## src/hdl/tmc_ram.sv

```systemverilog
// ----------------------------------------------------------------------------
// tmc_ram
// generic ram, one write port and two registered read ports
// ----------------------------------------------------------------------------
module tmc_ram #(
    parameter int WIDTH = 32,
    parameter int DEPTH = 16
) (
    input  logic                     i_clk,
    input  logic                     i_we,
    input  logic [$clog2(DEPTH)-1:0] i_waddr,
    input  logic [WIDTH-1:0]         i_wdata,
    input  logic [$clog2(DEPTH)-1:0] i_raddr_a,
    output logic [WIDTH-1:0]         o_rdata_a,
    input  logic [$clog2(DEPTH)-1:0] i_raddr_b,
    output logic [WIDTH-1:0]         o_rdata_b
);

    logic [WIDTH-1:0] r_mem [DEPTH];

    always_ff @(posedge i_clk) begin
        if (i_we) begin
            r_mem[i_waddr] <= i_wdata;
        end
        o_rdata_a <= r_mem[i_raddr_a];
        o_rdata_b <= r_mem[i_raddr_b];
    end

endmodule

```

## config.mk

```make
export PLATFORM = sky130hd
export DESIGN_NAME = tmc_ram
export DESIGN_NICKNAME = d
export VERILOG_FILES = /design/src/hdl/tmc_ram.sv
export SDC_FILE = /design/constraint.sdc
export NUM_CORES = 1
export LEC_CHECK = 0
export CORE_MARGIN = 2
export CORE_UTILIZATION = 64
export CTS_CLUSTER_SIZE = 14
export DETAILED_ROUTE_END_ITERATION = 10
export DONT_BUFFER_PORTS = 1
export PLACE_DENSITY = 0.8
export SLEW_MARGIN = 20
export SYNTH_ARGS = -nofsm -noshare
export SYNTH_HDL_FRONTEND = slang
export SYNTH_SLANG_ARGS = --single-unit
```

## constraint.sdc

```tcl
create_clock -name i_clk -period 9.8 [get_ports i_clk]
set_input_delay 0.49 -clock i_clk [delete_from_list [all_inputs] [get_ports i_clk]]
set_output_delay 0.49 -clock i_clk [all_outputs]
set_load 0.05 [all_outputs]
```

==> impl_results.md, run 1 <==
* Hold slack at 0.123 ns
* Top Ports at 110
* Cts repair resizes at 0
* Worst skew pair latency at 0.60 ns
* DP Cell Count at 1582
* MaxCap Viol Count at 0
* WL met1 at 19600 um
* Die X at 198 um
* Fraction of layout cells with a size suffix above 1 at 0.325
* Via density at 7.21
* Most common cell after layout, fill and taps aside: edfxtp_1
* Skew final at 0.0113 ns
* Crit path launch type: flop
* Buffer depth of the longest clock path at 3
* Final Hold Fails at 0
* CP max FO at 1
* GRT overflow at 0
* PortBufs at 0
* Die Y at 198 um
* Design Power at 5340 uW
* Sequential area share after synthesis at 0.689
* Slew Viols, Final at 0
* Total number of vias at 12400
* Count of non-filler cells in the finished layout at 1724
* Worst hold-check path type: in2reg
* Leakage power at 0.00858 uW
* TritonCTS clock tree: done
* Highest layer used for signal routing: met4
* Clk sinks at 576
* CP Class: reg2out
* Post-synth cell types at 17
* Drt total wl at 55500 um
* Maximum VDD drop at 156 uV
* First-pass iteration count of the detailed router at 6
* CTS H-Tree Depth at 2
* Final TNS setup at 0 ns
* Largest net degree at the start of global routing at 129
* Post-DRT Antenna Nets at 0
* Ys Warns at 0
* Final Setup Violations at 0
* Pwr Density at 198 nW/um2
* Site Rows at 71
* Cell area after synthesis at 24200 um2
* DRC Markers at 0
* Initial drt markers at 1530
* Layout Utilization at 0.722
* All-Layer GR Usage at 0.292
* Cts bufs inserted at 56
* # nets final at 1211
* Postcts setup bufs at 0
* Worst-path clk slew at 0.06 ns
* Area Growth Syn to Fin at 11.6%
* Routed met3 length at 5110 um
* Post-synthesis area per instance at 21.2 um2
* Metal2 WL at 28500 um
* Vias in the first global route at 12900
* Initial antenna violation count at 2
* Initial Util at 0.647
* Status: completed
* Fin crit share at 0.180
* Crit path required time at 9.31 ns
* Die area at 39400 um2
* Most frequent cells in the layout: edfxtp_1, mux4_2, a22oi_1
* Syn_nets at 1187
* Critical path endpoint category: primary output
* Wire per inst at 32.2 um
* First-pass GRT wire length at 81700 um
* Core area at 37400 um2
* DP HPWL at 27700 um
* Worst EP arrival at 1.27 ns
* Flops & latches, synth at 576
* Fmax at 567 MHz
* Final GP Congestion at 0.760
* Cells after Synth at 1141
* Root buffer cell: clkbuf_16
* Post-layout min period at 1.76 ns
* Relative slew slack at 0.246
* Worst slew pin tran at 1.13 ns
* RSZ-0062 raised after global routing: false
through the flow:
stage	area, um2	worst slack, ns
after floorplan	24200	6.13
after global placement	24700	7.40
after detailed placement	24700	7.38
after CTS	26900	8.01
after global routing	27000	8.00
final	27000	8.04
per-layer routing:
metal,vias up,track usage
li1,5003,-
met1,6543,0.389
met2,756,0.475
met3,127,0.0592
met4,0,0.133
met5,-,0
path summary, 6_finish.rpt:
kind                     start             to  slack (ns)  cells after the start
setup reg to reg   r_mem[3][5]   o_rdata_a[5]        8.28                      3
hold reg to reg   r_mem[14][3]   o_rdata_b[3]        0.69                      3
hold / removal      i_waddr[0]  r_mem[12][30]        0.12                      1
setup / recovery  o_rdata_a[3]   o_rdata_a[3]        8.04                      0
state kept, by name, summed over array words and instances, names as in the netlist:
register,flops
o_rdata_b,32
r_mem,512
o_rdata_a,32
what timing repair did:
item / 4_1_cts / 5_1_grt
setup endpoints to repair: 0 / 0
hold endpoints to repair: 512 / 0
hold buffers: 32 / 0
power breakdown:
group	total, uW	internal [uW]	switching [uW]
combinational	294	155	139
sequential	2890	2750	146
clock	2150	1260	894
total	5340	4160	1180
cell families after synthesis:
logic type	share of synthesized area
mux	0.238
compound gates	0.0397
simple gates	0.0163
buf+inv	0.0170
flops	0.689
layout make-up:
class / instances / area, um2
antenna: 2 / 5.00
clock buffer: 74 / 1570
clock inverter: 30 / 282
fill: 2055 / 10400
multi-input combinational: 479 / 7280
sequential: 576 / 16700
tap: 511 / 639
timing repair buffer: 52 / 563
synth_stat cells:
cell	instances	share of area
nand3b_1	2	0.00062
buf_1	13	0.0020
nand3_1	1	0.00021
edfxtp_1	512	0.64
mux4_2	256	0.24
a22oi_1	128	0.040
buf_4	18	0.0056
dfxtp_1	64	0.053
or3b_2	1	0.00036
nor2b_1	4	0.0010
nand2_1	65	0.010
nor3_1	4	0.00083
nand2b_1	2	0.00052
and2_1	2	0.00052
clkbuf_1	39	0.0061
nor2_1	14	0.0022
buf_2	16	0.0033
Note: power is estimated with default switching activity, not from simulation.
==> inputs of run 2 (changes only) <==
- CORE_UTILIZATION: 64 -> 57
- PLACE_DENSITY: 0.8 -> 0.75
- clock period: 9.8 -> 1.5 ns (I/O delays scaled with it)
==> impl_results.md, run 2 (same netlist as run 1, synthesis figures left out) <==
* Status: complete, but fails checks
* Failing checks: hold timing
* Maximum VDD drop at 1010 uV
* All-Layer GR Usage at 0.261
* Final Hold Fails at 64
* Worst EP arrival at 1.90 ns
* Die area at 44100 um2
* Hold slack at -0.220 ns
* Die Y at 210 um
* Count of non-filler cells in the finished layout at 1776
* Largest stage delay on the critical path at 0.50 ns
* Fill count at 2605
* CTS H-Tree Depth at 2
* Vias in the first global route at 13300
* Site Rows at 75
* GRT overflow at 0
* Post-DRT Antenna Nets at 0
* Dpl ws at 0.0667 ns
* Crit path required time at 1.99 ns
* Slowest cell on the critical path: mux4_2
* Initial Util at 0.577
* Total number of vias at 12400
* DP HPWL at 28900 um
* Fraction of layout cells with a size suffix above 1 at 0.332
* Relative slew slack at 0.333
* Core area at 41900 um2
* CP Cell Sequence: mux4_2 > a22oi_1 > nand2_1
* Cts bufs inserted at 57
* Fmax at 709 MHz
* Final GP Congestion at 0.738
* Fin crit share at 0.941
* Largest regs: r_mem x512, o_rdata_a x32, o_rdata_b x32
* # nets final at 1235
* Drt total wl at 55800 um
* Slew Viols, Final at 0
* Buf/Inv on CP at 0
* Most frequent cells in the layout: edfxtp_1, mux4_2, a22oi_1
* Sequential cell fraction of total power at 0.530
* PortBufs at 0
* Critical path endpoint category: flop
* CP Class: reg2reg
* Skew final at 0.00844 ns
* Setup ws final at 0.0890 ns
* Reg2reg start: r_mem[3][5]
* Area Growth Syn to Fin at 14.1%
* CP max FO at 2
* Worst-path clk slew at 0.06 ns
* Wire per inst at 31.4 um
* Logic gate share of total power at 0.055
* Buffer depth of the longest clock path at 3
* Worst hold-check path type: in2reg
* Final Setup Violations at 0
* First-pass GRT wire length at 83000 um
* Delay-heaviest family, CP: multiplexers
* Internal power at 27900 uW
* Die X at 210 um
* Initial antenna violation count at 2
* Clock share of power at 0.414
* Clk sinks at 576
* Crit path launch type: flop
* Via density at 7.00
* TritonCTS clock tree: done
* Initial drt markers at 1432
* First-pass iteration count of the detailed router at 5
* MaxCap Viol Count at 0
* Pwr Density at 1290 nW/um2
* Hold_sp: i_raddr_a[1]
* RSZ-0062 raised after global routing: false
* Root buffer cell: clkbuf_16
* Leakage power at 0.00879 uW
* Post-layout min period at 1.41 ns
* DRC Markers at 0
* CP startpoint: r_mem[3][5]
* Worst skew pair latency at 0.61 ns
* Worst slew pin tran at 0.999 ns
* Largest net degree at the start of global routing at 129
* Most common cell after layout, fill and taps aside: edfxtp_1
* P_sw at 7750 uW
* Net Sw Frac at 0.217
* Top Ports at 110
* Cts hold-fix bufs at 36
* Design Power at 35600 uW
* DP Cell Count at 1633
* Largest register FFs at 512
* Largest register by flop count: r_mem
[run 2: power groups by stage]
stage               logic [uW]  clock network, uW  registers [uW]
floorplan                 1570                  0           19100
global placement          1690                  0           19200
detailed placement        1710                  0           19200
CTS                       1980              15000           18900
global route              2090              15600           18900
finish                    1970              14800           18900
[run 2: final timing paths]
path | slack, ns | depth (start not counted) | endpoint
setup / recovery | 0.09 | 3 | o_rdata_a[5]
hold / removal | -0.22 | 3 | o_rdata_a[12]
setup reg to reg | 0.09 | 3 | o_rdata_a[5]
hold reg to reg | 0.69 | 3 | o_rdata_a[17]
[run 2: layout make-up]
cell class | instances | area, um2 | area share
Sequential cell | 576 | 16700 | 0.604
Multi-Input combinational cell | 479 | 7310 | 0.265
Clock buffer | 81 | 1620 | 0.0586
Timing Repair Buffer | 75 | 991 | 0.0359
Tap cell | 539 | 674 | 0.0244
Clock inverter | 25 | 342 | 0.0124
Antenna cell | 1 | 2.50 | 0.0000907
[run 2: tightest hold or removal path, cell delays in order]
cell and delay, ns:
mux4_2 0.16, a22oi_1 0.06, nand2_1 0.05
[run 2: layer usage]
| metal | track usage | vias up | part of all wire |
|---|---|---|---|
| met1 | 0.350 | 6626 | 0.38 |
| met5 | 0 | - | 0.00020 |
| met4 | 0.0902 | 2 | 0.027 |
| met3 | 0.0539 | 116 | 0.081 |
| li1 | - | 5057 | - |
| met2 | 0.434 | 632 | 0.51 |
[run 2: what timing repair did]
item                                   4_1_cts  5_1_grt
resized for setup                            0        0
endpoints found under the hold margin      704       64
setup buffers                                0        0
[run 2: through the flow]
| step | utilization | cell area (um2) | setup TNS (ns) |
|---|---|---|---|
| after floorplan | - | 24300 | -24.67 |
| after global placement | 0.603 | 25300 | 0 |
| after detailed placement | 0.603 | 25300 | 0 |
| after CTS | 0.658 | 27600 | 0 |
| after global routing | 0.658 | 27600 | 0 |
| final | 0.658 | 27600 | 0 |
